**config.mk**
```make
export PLATFORM = sky130hd
export DESIGN_NAME = quoted_argument_splitter
export DESIGN_NICKNAME = d
export VERILOG_FILES = /design/src/hw/rtl/qas_pkg.sv /design/src/hw/rtl/qas_front.sv /design/src/hw/rtl/qas_queue.sv /design/src/hw/rtl/qas_back.sv /design/src/hw/rtl/quoted_argument_splitter.sv
export SDC_FILE = /design/constraint.sdc
export NUM_CORES = 1
export LEC_CHECK = 0
export ABC_AREA = 1
export BUFFER_PORTS_ARGS = -buffer_cell sky130_fd_sc_hd__buf_2
export CAP_MARGIN = 20
export CORE_MARGIN = 4
export CORE_UTILIZATION = 45
export DETAILED_ROUTE_END_ITERATION = 7
export HOLD_SLACK_MARGIN = 0.08
export PLACE_DENSITY_LB_ADDON = 0.25
export SLEW_MARGIN = 20
export SYNTH_ARGS = -nofsm -noshare
export SYNTH_HDL_FRONTEND = slang
export SYNTH_SLANG_ARGS = --single-unit
```
**constraint.sdc**
```tcl
create_clock -name clk -period 8.8 [get_ports clk]
set_input_delay 2.2 -clock clk [delete_from_list [all_inputs] [get_ports clk]]
set_output_delay 2.2 -clock clk [all_outputs]
set_load 0.05 [all_outputs]
```
**src/hw/rtl/qas_pkg.sv**
```systemverilog
`default_nettype none

package qas_pkg;

  // Result kinds
  typedef enum logic [1:0] {
    KIND_BYTE = 2'd0,
    KIND_END  = 2'd1,
    KIND_OK   = 2'd2,
    KIND_ERR  = 2'd3
  } kind_t;

  // Parser modes
  typedef enum logic [3:0] {
    M_SKIP      = 4'd0,
    M_PLAIN     = 4'd1,
    M_DQ        = 4'd2,
    M_DQ_ESC    = 4'd3,
    M_DQ_X      = 4'd4,
    M_DQ_XH_LOW = 4'd5,
    M_DQ_XH_UP  = 4'd6,
    M_SQ        = 4'd7,
    M_SQ_ESC    = 4'd8,
    M_AFTER     = 4'd9,
    M_DROP      = 4'd10
  } mode_t;

  // One result item
  typedef struct packed {
    kind_t      kind;
    logic [7:0] value;
  } res_t;

  localparam int MaxResults = 3;

  // All results caused by one input item; count is 1 to 3
  typedef struct packed {
    logic [1:0]                count;
    res_t [MaxResults-1:0]     res;
  } bundle_t;

  // Character codes
  localparam logic [7:0] CH_NUL    = 8'h00;
  localparam logic [7:0] CH_BEL    = 8'h07;
  localparam logic [7:0] CH_BS     = 8'h08;
  localparam logic [7:0] CH_TAB    = 8'h09;
  localparam logic [7:0] CH_LF     = 8'h0a;
  localparam logic [7:0] CH_VT     = 8'h0b;
  localparam logic [7:0] CH_FF     = 8'h0c;
  localparam logic [7:0] CH_CR     = 8'h0d;
  localparam logic [7:0] CH_SPACE  = 8'h20;
  localparam logic [7:0] CH_DQUOTE = 8'h22;
  localparam logic [7:0] CH_SQUOTE = 8'h27;
  localparam logic [7:0] CH_ZERO   = 8'h30;
  localparam logic [7:0] CH_NINE   = 8'h39;
  localparam logic [7:0] CH_UP_A   = 8'h41;
  localparam logic [7:0] CH_UP_F   = 8'h46;
  localparam logic [7:0] CH_BSLASH = 8'h5c;
  localparam logic [7:0] CH_LO_A   = 8'h61;
  localparam logic [7:0] CH_LO_B   = 8'h62;
  localparam logic [7:0] CH_LO_F   = 8'h66;
  localparam logic [7:0] CH_LO_N   = 8'h6e;
  localparam logic [7:0] CH_LO_R   = 8'h72;
  localparam logic [7:0] CH_LO_T   = 8'h74;
  localparam logic [7:0] CH_LO_X   = 8'h78;

  localparam logic [7:0] HexTen = 8'd10;

endpackage

`default_nettype wire

```
**src/hw/rtl/qas_front.sv**
```systemverilog
`default_nettype none

module qas_front (
  input  wire logic             clk,
  input  wire logic             rst,
  input  wire logic             take,
  input  wire logic [7:0]       char_in,
  input  wire logic             end_of_line,
  output qas_pkg::bundle_t      bundle,
  output logic                  has_results
);

  qas_pkg::mode_t mode, mode_next;
  logic [3:0]     hex, hex_next;

  logic       term;
  logic       is_hex;
  logic       hex_up;
  logic [3:0] hv;
  logic       is_ws;
  logic       is_sep;
  logic [7:0] esc_byte;
  logic [7:0] held_char;

  // Candidate results in emission order: two prefix bytes, two tail results
  logic             p0_v, p1_v, t0_v, t1_v;
  logic [7:0]       p0_val, p1_val, t0_val;
  qas_pkg::kind_t   t0_kind, t1_kind;
  logic             run_dq, run_sq, run_plain;
  logic [1:0]       cnt;

  // Classify the byte
  always_comb begin
    term   = end_of_line || (char_in == qas_pkg::CH_NUL);
    hex_up = (char_in >= qas_pkg::CH_UP_A) && (char_in <= qas_pkg::CH_UP_F);
    is_hex = 1'b0;
    hv     = 4'd0;
    if ((char_in >= qas_pkg::CH_ZERO) && (char_in <= qas_pkg::CH_NINE)) begin
      is_hex = 1'b1;
      hv     = 4'(char_in - qas_pkg::CH_ZERO);
    end else if ((char_in >= qas_pkg::CH_LO_A) && (char_in <= qas_pkg::CH_LO_F)) begin
      is_hex = 1'b1;
      hv     = 4'(char_in - qas_pkg::CH_LO_A + qas_pkg::HexTen);
    end else if (hex_up) begin
      is_hex = 1'b1;
      hv     = 4'(char_in - qas_pkg::CH_UP_A + qas_pkg::HexTen);
    end
    is_sep = (char_in == qas_pkg::CH_SPACE) || (char_in == qas_pkg::CH_TAB) ||
             (char_in == qas_pkg::CH_LF) || (char_in == qas_pkg::CH_CR);
    is_ws  = is_sep || (char_in == qas_pkg::CH_VT) || (char_in == qas_pkg::CH_FF);
    case (char_in)
      qas_pkg::CH_LO_N: esc_byte = qas_pkg::CH_LF;
      qas_pkg::CH_LO_R: esc_byte = qas_pkg::CH_CR;
      qas_pkg::CH_LO_T: esc_byte = qas_pkg::CH_TAB;
      qas_pkg::CH_LO_B: esc_byte = qas_pkg::CH_BS;
      qas_pkg::CH_LO_A: esc_byte = qas_pkg::CH_BEL;
      default:          esc_byte = char_in;
    endcase
    // Rebuild the held hex digit as it was typed
    if (hex < 4'd10) begin
      held_char = qas_pkg::CH_ZERO + {4'd0, hex};
    end else if (mode == qas_pkg::M_DQ_XH_UP) begin
      held_char = qas_pkg::CH_UP_A + {4'd0, hex} - qas_pkg::HexTen;
    end else begin
      held_char = qas_pkg::CH_LO_A + {4'd0, hex} - qas_pkg::HexTen;
    end
  end

  // Next mode and candidate results
  always_comb begin
    p0_v      = 1'b0;
    p0_val    = 8'd0;
    p1_v      = 1'b0;
    p1_val    = 8'd0;
    t0_v      = 1'b0;
    t0_kind   = qas_pkg::KIND_BYTE;
    t0_val    = 8'd0;
    t1_v      = 1'b0;
    t1_kind   = qas_pkg::KIND_OK;
    mode_next = mode;
    hex_next  = hex;
    run_dq    = 1'b0;
    run_sq    = 1'b0;
    run_plain = 1'b0;
    case (mode)
      qas_pkg::M_PLAIN: begin
        run_plain = 1'b1;
      end
      qas_pkg::M_DQ: begin
        run_dq = 1'b1;
      end
      qas_pkg::M_DQ_ESC: begin
        if (term) begin
          p0_v      = 1'b1;
          p0_val    = qas_pkg::CH_BSLASH;
          t0_v      = 1'b1;
          t0_kind   = qas_pkg::KIND_ERR;
          mode_next = qas_pkg::M_SKIP;
        end else if (char_in == qas_pkg::CH_LO_X) begin
          mode_next = qas_pkg::M_DQ_X;
        end else begin
          p0_v      = 1'b1;
          p0_val    = esc_byte;
          mode_next = qas_pkg::M_DQ;
        end
      end
      qas_pkg::M_DQ_X: begin
        if (!term && is_hex) begin
          hex_next  = hv;
          mode_next = hex_up ? qas_pkg::M_DQ_XH_UP : qas_pkg::M_DQ_XH_LOW;
        end else begin
          p0_v   = 1'b1;
          p0_val = qas_pkg::CH_LO_X;
          run_dq = 1'b1;
        end
      end
      qas_pkg::M_DQ_XH_LOW, qas_pkg::M_DQ_XH_UP: begin
        if (!term && is_hex) begin
          p0_v      = 1'b1;
          p0_val    = {hex, hv};
          mode_next = qas_pkg::M_DQ;
        end else begin
          p0_v   = 1'b1;
          p0_val = qas_pkg::CH_LO_X;
          p1_v   = 1'b1;
          p1_val = held_char;
          run_dq = 1'b1;
        end
      end
      qas_pkg::M_SQ: begin
        run_sq = 1'b1;
      end
      qas_pkg::M_SQ_ESC: begin
        if (!term && (char_in == qas_pkg::CH_SQUOTE)) begin
          p0_v      = 1'b1;
          p0_val    = qas_pkg::CH_SQUOTE;
          mode_next = qas_pkg::M_SQ;
        end else begin
          p0_v   = 1'b1;
          p0_val = qas_pkg::CH_BSLASH;
          run_sq = 1'b1;
        end
      end
      qas_pkg::M_AFTER: begin
        if (term) begin
          t0_v      = 1'b1;
          t0_kind   = qas_pkg::KIND_END;
          t1_v      = 1'b1;
          t1_kind   = qas_pkg::KIND_OK;
          mode_next = qas_pkg::M_SKIP;
        end else if (is_ws) begin
          t0_v      = 1'b1;
          t0_kind   = qas_pkg::KIND_END;
          mode_next = qas_pkg::M_SKIP;
        end else begin
          t0_v      = 1'b1;
          t0_kind   = qas_pkg::KIND_ERR;
          mode_next = qas_pkg::M_DROP;
        end
      end
      qas_pkg::M_DROP: begin
        if (term) begin
          mode_next = qas_pkg::M_SKIP;
        end
      end
      default: begin
        // Between tokens; unknown modes land here too
        if (term) begin
          t0_v      = 1'b1;
          t0_kind   = qas_pkg::KIND_OK;
          mode_next = qas_pkg::M_SKIP;
        end else if (is_ws) begin
          mode_next = qas_pkg::M_SKIP;
        end else begin
          run_plain = 1'b1;
        end
      end
    endcase

    // Byte inside double quotes
    if (run_dq) begin
      if (term) begin
        t0_v      = 1'b1;
        t0_kind   = qas_pkg::KIND_ERR;
        mode_next = qas_pkg::M_SKIP;
      end else if (char_in == qas_pkg::CH_BSLASH) begin
        mode_next = qas_pkg::M_DQ_ESC;
      end else if (char_in == qas_pkg::CH_DQUOTE) begin
        mode_next = qas_pkg::M_AFTER;
      end else begin
        t0_v      = 1'b1;
        t0_val    = char_in;
        mode_next = qas_pkg::M_DQ;
      end
    end

    // Byte inside single quotes
    if (run_sq) begin
      if (term) begin
        t0_v      = 1'b1;
        t0_kind   = qas_pkg::KIND_ERR;
        mode_next = qas_pkg::M_SKIP;
      end else if (char_in == qas_pkg::CH_BSLASH) begin
        mode_next = qas_pkg::M_SQ_ESC;
      end else if (char_in == qas_pkg::CH_SQUOTE) begin
        mode_next = qas_pkg::M_AFTER;
      end else begin
        t0_v      = 1'b1;
        t0_val    = char_in;
        mode_next = qas_pkg::M_SQ;
      end
    end

    // Byte of an unquoted token
    if (run_plain) begin
      if (term) begin
        t0_v      = 1'b1;
        t0_kind   = qas_pkg::KIND_END;
        t1_v      = 1'b1;
        t1_kind   = qas_pkg::KIND_OK;
        mode_next = qas_pkg::M_SKIP;
      end else if (is_sep) begin
        t0_v      = 1'b1;
        t0_kind   = qas_pkg::KIND_END;
        mode_next = qas_pkg::M_SKIP;
      end else if (char_in == qas_pkg::CH_DQUOTE) begin
        mode_next = qas_pkg::M_DQ;
      end else if (char_in == qas_pkg::CH_SQUOTE) begin
        mode_next = qas_pkg::M_SQ;
      end else begin
        t0_v      = 1'b1;
        t0_val    = char_in;
        mode_next = qas_pkg::M_PLAIN;
      end
    end
  end

  // Pack the candidates into consecutive slots
  always_comb begin
    bundle = '0;
    cnt    = 2'd0;
    if (p0_v) begin
      bundle.res[cnt] = '{kind: qas_pkg::KIND_BYTE, value: p0_val};
      cnt             = cnt + 2'd1;
    end
    if (p1_v) begin
      bundle.res[cnt] = '{kind: qas_pkg::KIND_BYTE, value: p1_val};
      cnt             = cnt + 2'd1;
    end
    if (t0_v && (cnt != 2'd3)) begin
      bundle.res[cnt] = '{kind: t0_kind,
                          value: (t0_kind == qas_pkg::KIND_BYTE) ? t0_val : 8'd0};
      cnt             = cnt + 2'd1;
    end
    if (t1_v && (cnt != 2'd3)) begin
      bundle.res[cnt] = '{kind: t1_kind, value: 8'd0};
      cnt             = cnt + 2'd1;
    end
    bundle.count = cnt;
    has_results  = (cnt != 2'd0);
  end

  // Advance parser state on each transfer
  always_ff @(posedge clk) begin
    if (rst) begin
      mode <= qas_pkg::M_SKIP;
      hex  <= 4'd0;
    end else if (take) begin
      mode <= mode_next;
      hex  <= hex_next;
    end
  end

endmodule

`default_nettype wire

```
**src/hw/rtl/qas_queue.sv**
```systemverilog
`default_nettype none

module qas_queue #(
  parameter int Depth = 4
) (
  input  wire logic             clk,
  input  wire logic             rst,
  input  wire logic             push,
  input  wire qas_pkg::bundle_t push_data,
  input  wire logic             pop,
  output qas_pkg::bundle_t      head,
  output logic                  full,
  output logic                  empty
);

  localparam int AW = (Depth > 1) ? $clog2(Depth) : 1;

  qas_pkg::bundle_t slots [Depth];
  logic [AW:0]      wr_ptr;
  logic [AW:0]      rd_ptr;

  assign empty = (wr_ptr == rd_ptr);
  assign full  = (wr_ptr[AW] != rd_ptr[AW]) && (wr_ptr[AW-1:0] == rd_ptr[AW-1:0]);
  assign head  = slots[rd_ptr[AW-1:0]];

  // Store a bundle
  always_ff @(posedge clk) begin
    if (push) begin
      slots[wr_ptr[AW-1:0]] <= push_data;
    end
  end

  // Advance pointers
  always_ff @(posedge clk) begin
    if (rst) begin
      wr_ptr <= '0;
      rd_ptr <= '0;
    end else begin
      if (push) begin
        wr_ptr <= wr_ptr + (AW+1)'(1);
      end
      if (pop) begin
        rd_ptr <= rd_ptr + (AW+1)'(1);
      end
    end
  end

endmodule

`default_nettype wire

```
**src/hw/rtl/qas_back.sv**
```systemverilog
`default_nettype none

module qas_back (
  input  wire logic             clk,
  input  wire logic             rst,
  input  wire qas_pkg::bundle_t head,
  input  wire logic             empty,
  output logic                  pop,
  output logic                  out_valid,
  input  wire logic             out_ready,
  output logic [1:0]            kind,
  output logic [7:0]            value,
  output logic                  last
);

  logic [1:0]      idx;
  qas_pkg::res_t   cur;

  // Present the current result of the head bundle
  always_comb begin
    cur       = head.res[idx];
    out_valid = !empty;
    kind      = cur.kind;
    value     = cur.value;
    last      = (idx == (head.count - 2'd1));
    pop       = out_valid && out_ready && last;
  end

  // Step through the bundle, drop it after its last result
  always_ff @(posedge clk) begin
    if (rst) begin
      idx <= 2'd0;
    end else if (out_valid && out_ready) begin
      idx <= last ? 2'd0 : idx + 2'd1;
    end
  end

endmodule

`default_nettype wire

```
**src/hw/rtl/quoted_argument_splitter.sv**
```systemverilog
// Quoted argument splitter.
// Input channel (in_valid/in_ready): one byte of a line per transfer in
// char_in, or a line terminator (end_of_line, or char_in of zero).
// Output channel (out_valid/out_ready): result items kind/value/last; a
// byte gives zero to three results, last marks the final one of a byte.
// The parser takes one byte per cycle while in_ready is high and writes
// all results of that byte as one bundle into a queue of QueueDepth
// bundles; the output side reads one result per cycle from the queue head
// while out_ready is high. The first result of a byte is presented once
// its bundle, registered in the queue, reaches the head; a byte with
// several results holds the head until all of them are taken.
// in_ready falls only while the queue is full, so a stalled receiver
// blocks the input once QueueDepth bundles wait; nothing is lost.
// Reset clears the queue and returns the parser to between tokens.
// QueueDepth must be a power of two, at least 2.
`default_nettype none

module quoted_argument_splitter #(
  parameter int QueueDepth = 4
) (
  input  wire logic       clk,
  input  wire logic       rst,
  input  wire logic       in_valid,
  output logic            in_ready,
  input  wire logic [7:0] char_in,
  input  wire logic       end_of_line,
  output logic            out_valid,
  input  wire logic       out_ready,
  output logic [1:0]      kind,
  output logic [7:0]      value,
  output logic            last
);

  qas_pkg::bundle_t bundle;
  qas_pkg::bundle_t head;
  logic             has_results;
  logic             take;
  logic             full;
  logic             empty;
  logic             pop;

  assign in_ready = !full;
  assign take     = in_valid && in_ready;

  // Parse one byte per transfer
  qas_front u_front (
    .clk         (clk),
    .rst         (rst),
    .take        (take),
    .char_in     (char_in),
    .end_of_line (end_of_line),
    .bundle      (bundle),
    .has_results (has_results)
  );

  // Buffer result bundles between parser and output
  qas_queue #(
    .Depth (QueueDepth)
  ) u_queue (
    .clk       (clk),
    .rst       (rst),
    .push      (take && has_results),
    .push_data (bundle),
    .pop       (pop),
    .head      (head),
    .full      (full),
    .empty     (empty)
  );

  // Deliver results one per transfer
  qas_back u_back (
    .clk       (clk),
    .rst       (rst),
    .head      (head),
    .empty     (empty),
    .pop       (pop),
    .out_valid (out_valid),
    .out_ready (out_ready),
    .kind      (kind),
    .value     (value),
    .last      (last)
  );

endmodule

`default_nettype wire
```
==> qor.yml <==
syn_avg_cell_area_sq_um: 9.37
fin_crit_sh: 0.762
wire_per_inst_um: 17.7
area.growth.synth_to_final_pct: 11.9
ir_drop_mv: 0.187
layout_commonest_cell: "edfxtp_1"
track_usage: 0.197
hold_violations: 0
drtIter0Drc: 430
start_kind: "input port"
nets: 886
hold_slack_ns: 0.516
core_sq_um: 16800
clock_skew_ns: 0.00631
cts_max_level: 4
drtPass1Iterations: 5
cts_made_buffers: 17
fmax_ghz: 0.149
cts.sinks: 146
yosys_register_bits: 146
root_buffer: "clkbuf_16"
multi_input_comb_area_sq_um: 3120
clk-insertion-delay-late_ns: 0.43
crit_type: "in2reg"
arrival_ns: 6.75
fp.dieW_um: 140
hpwlAfterDp_mm: 13.0
power_mw: 2.45
cp-end-kind: "register"
worstMarginPinSlew_ns: 1.06
met1_usage: 0.268
fp.dieArea_sq_um: 19500
cp_max_fo: 32
holdBufCountCts: 0
outcome: "finished clean"
finalWirelength_mm: 19.3
yosys_warnings: 0
start_util: 0.465
synth_top_area_frac: 0.493
antenna_found_initial: 0
max-slew-margin-rel: 0.289
min_period_ns: 6.71
p_leak_nw: 3.36
cts_tree: "done"
register_area_sq_um: 4210
required_ns: 8.84
die_height_um: 140
grt_pass1_wl_mm: 30.1
final_cell_mix: "edfxtp_1 (128), nor2_1 (126), nand2_1 (106)"
synthFlopType: "edfxtp_1"
vias: 6037
portBuffers: 25
row_count: 47
cts_setup_buffers: 0
async_flop_share: 0
cts.path.max_buffers: 2
use_met2: 0.317
cts_resized: 0
drtAntennaViolNets: 0
top_level_ports: 26
path_clk_slew_ns: 0.06
setup_viol: 0
synth_cell_types: 52
grt_pass1_vias: 5550
syn_nets: 864
synthCells: 832
synth_top_cells_by_area: "edfxtp_1 (49%), nor2_1 (6.3%), o21ai_0 (6.0%), nand2_1 (5.1%), dfxtp_1 (4.6%)"
n_antenna_cell: 0
cap_viol_max_count: 0
fin_cells: 1087
fillCellCount: 1549
gp_congestion: 0.918
final_layout_size_suffix_gt1_frac: 0.150
viasPerCell: 5.55
grt_max_degree: 66
synth_top_cell_by_area: "edfxtp_1"
fin_tns_setup_ns: 0
min_path_type: "reg2reg"
synth_area_sq_um: 7790
gr-total-overflow: 0
grt-busiest-layer: "met2"
yosysSeqAreaShare: 0.539
synth_edf_count: 128
drc: 0
use_met3: 0.0432
rsz0062_at_grt: "no"
slew_violations: 0
powerDensity_nw_per_um2: 282
dp.cells: 1055
path summary, 6_finish.rpt:
kind                            slack, ns                    to               from  cells after the start
worst max-delay path                 2.09  u_queue.slots[0][25]         char_in[0]                     24
worst min-delay path                 0.52     u_queue.wr_ptr[2]  u_queue.wr_ptr[2]                      2
worst max register to register       4.14  u_queue.slots[0][25]    u_front.mode[2]                     19
worst min register to register       0.52     u_queue.wr_ptr[2]  u_queue.wr_ptr[2]                      2
worst max-delay path: stages:
cell,delay (ns)
buf_2,0.15
inv_1,0.17
ha_1,0.23
nand2_2,0.08
o21ai_2,0.47
inv_2,0.26
nand2_4,0.17
inv_1,0.07
nor2_1,0.21
inv_1,0.07
nand3_1,0.12
ha_1,0.29
nand3b_1,0.21
nand2_2,0.12
inv_1,0.07
ha_1,0.19
nor2_1,0.10
o21a_1,0.21
inv_1,0.11
nand3_1,0.11
nand2_2,0.08
nand2_4,0.09
nand2_4,0.12
nor2_4,0.83
synth_stat cells, types with 17 or more instances:
cell / number
edfxtp_1: 128
dfxtp_1: 18
nand3_1: 24
nor2_1: 131
inv_1: 90
o22ai_1: 27
nand2_1: 106
o21ai_0: 93
clkbuf_1: 22
nand2_2: 17
ha_1: 19
a21oi_1: 28
cells by family (layout without fill, tap and decap cells):
group                      after synthesis  in the layout  share of synthesized area
DFF                                    146            146                      0.540
and+or+nand+nor                        321            321                      0.189
AOI/OAI and AO/OA                      211            211                      0.168
adders and majority gates               19             19                     0.0305
buffers and inverters                  128            163                     0.0647
xor gates and xnor gates                 7              7                    0.00787
cell type report:
type | instances | area share
clock inverters | 15 | 0.0168
multi-input cells | 558 | 0.358
clock buffers | 17 | 0.0488
flip-flops and latches | 146 | 0.482
well taps | 220 | 0.0316
inverters | 100 | 0.0433
repair buffers | 31 | 0.0195
metal layers:
metal	share of wire	up-vias
li1	-	2961
met1	0.44	2850
met2	0.48	194
met3	0.056	32
met4	0.022	0
met5	0	-
where the power goes:
part	total (mW)	leakage [nW]	internal, mW	switching (mW)
registers	0.889	1.35	0.866	0.0236
logic	0.878	1.73	0.225	0.653
clock network	0.687	0.271	0.395	0.293
total	2.45	3.36	1.49	0.969
through the flow:
step | util | cell area, sq um | setup slack (ns)
global placement | 0.486 | 8140 | 1.77
floorplan | - | 7790 | 1.98
finish | 0.520 | 8720 | 2.09
global route | 0.520 | 8720 | 1.61
CTS | 0.520 | 8720 | 2.08
detailed placement | 0.486 | 8150 | 1.64
sequential cells by signal (all words and copies together), names as in the netlist, named ones only:
| signal | count |
|---|---|
| u_queue.rd_ptr | 3 |
| u_front.mode | 4 |
| u_queue.wr_ptr | 3 |
| u_front.hex | 4 |
| u_back.idx | 2 |
| u_queue.slots | 128 |
Power figures use the tool's default switching activity.
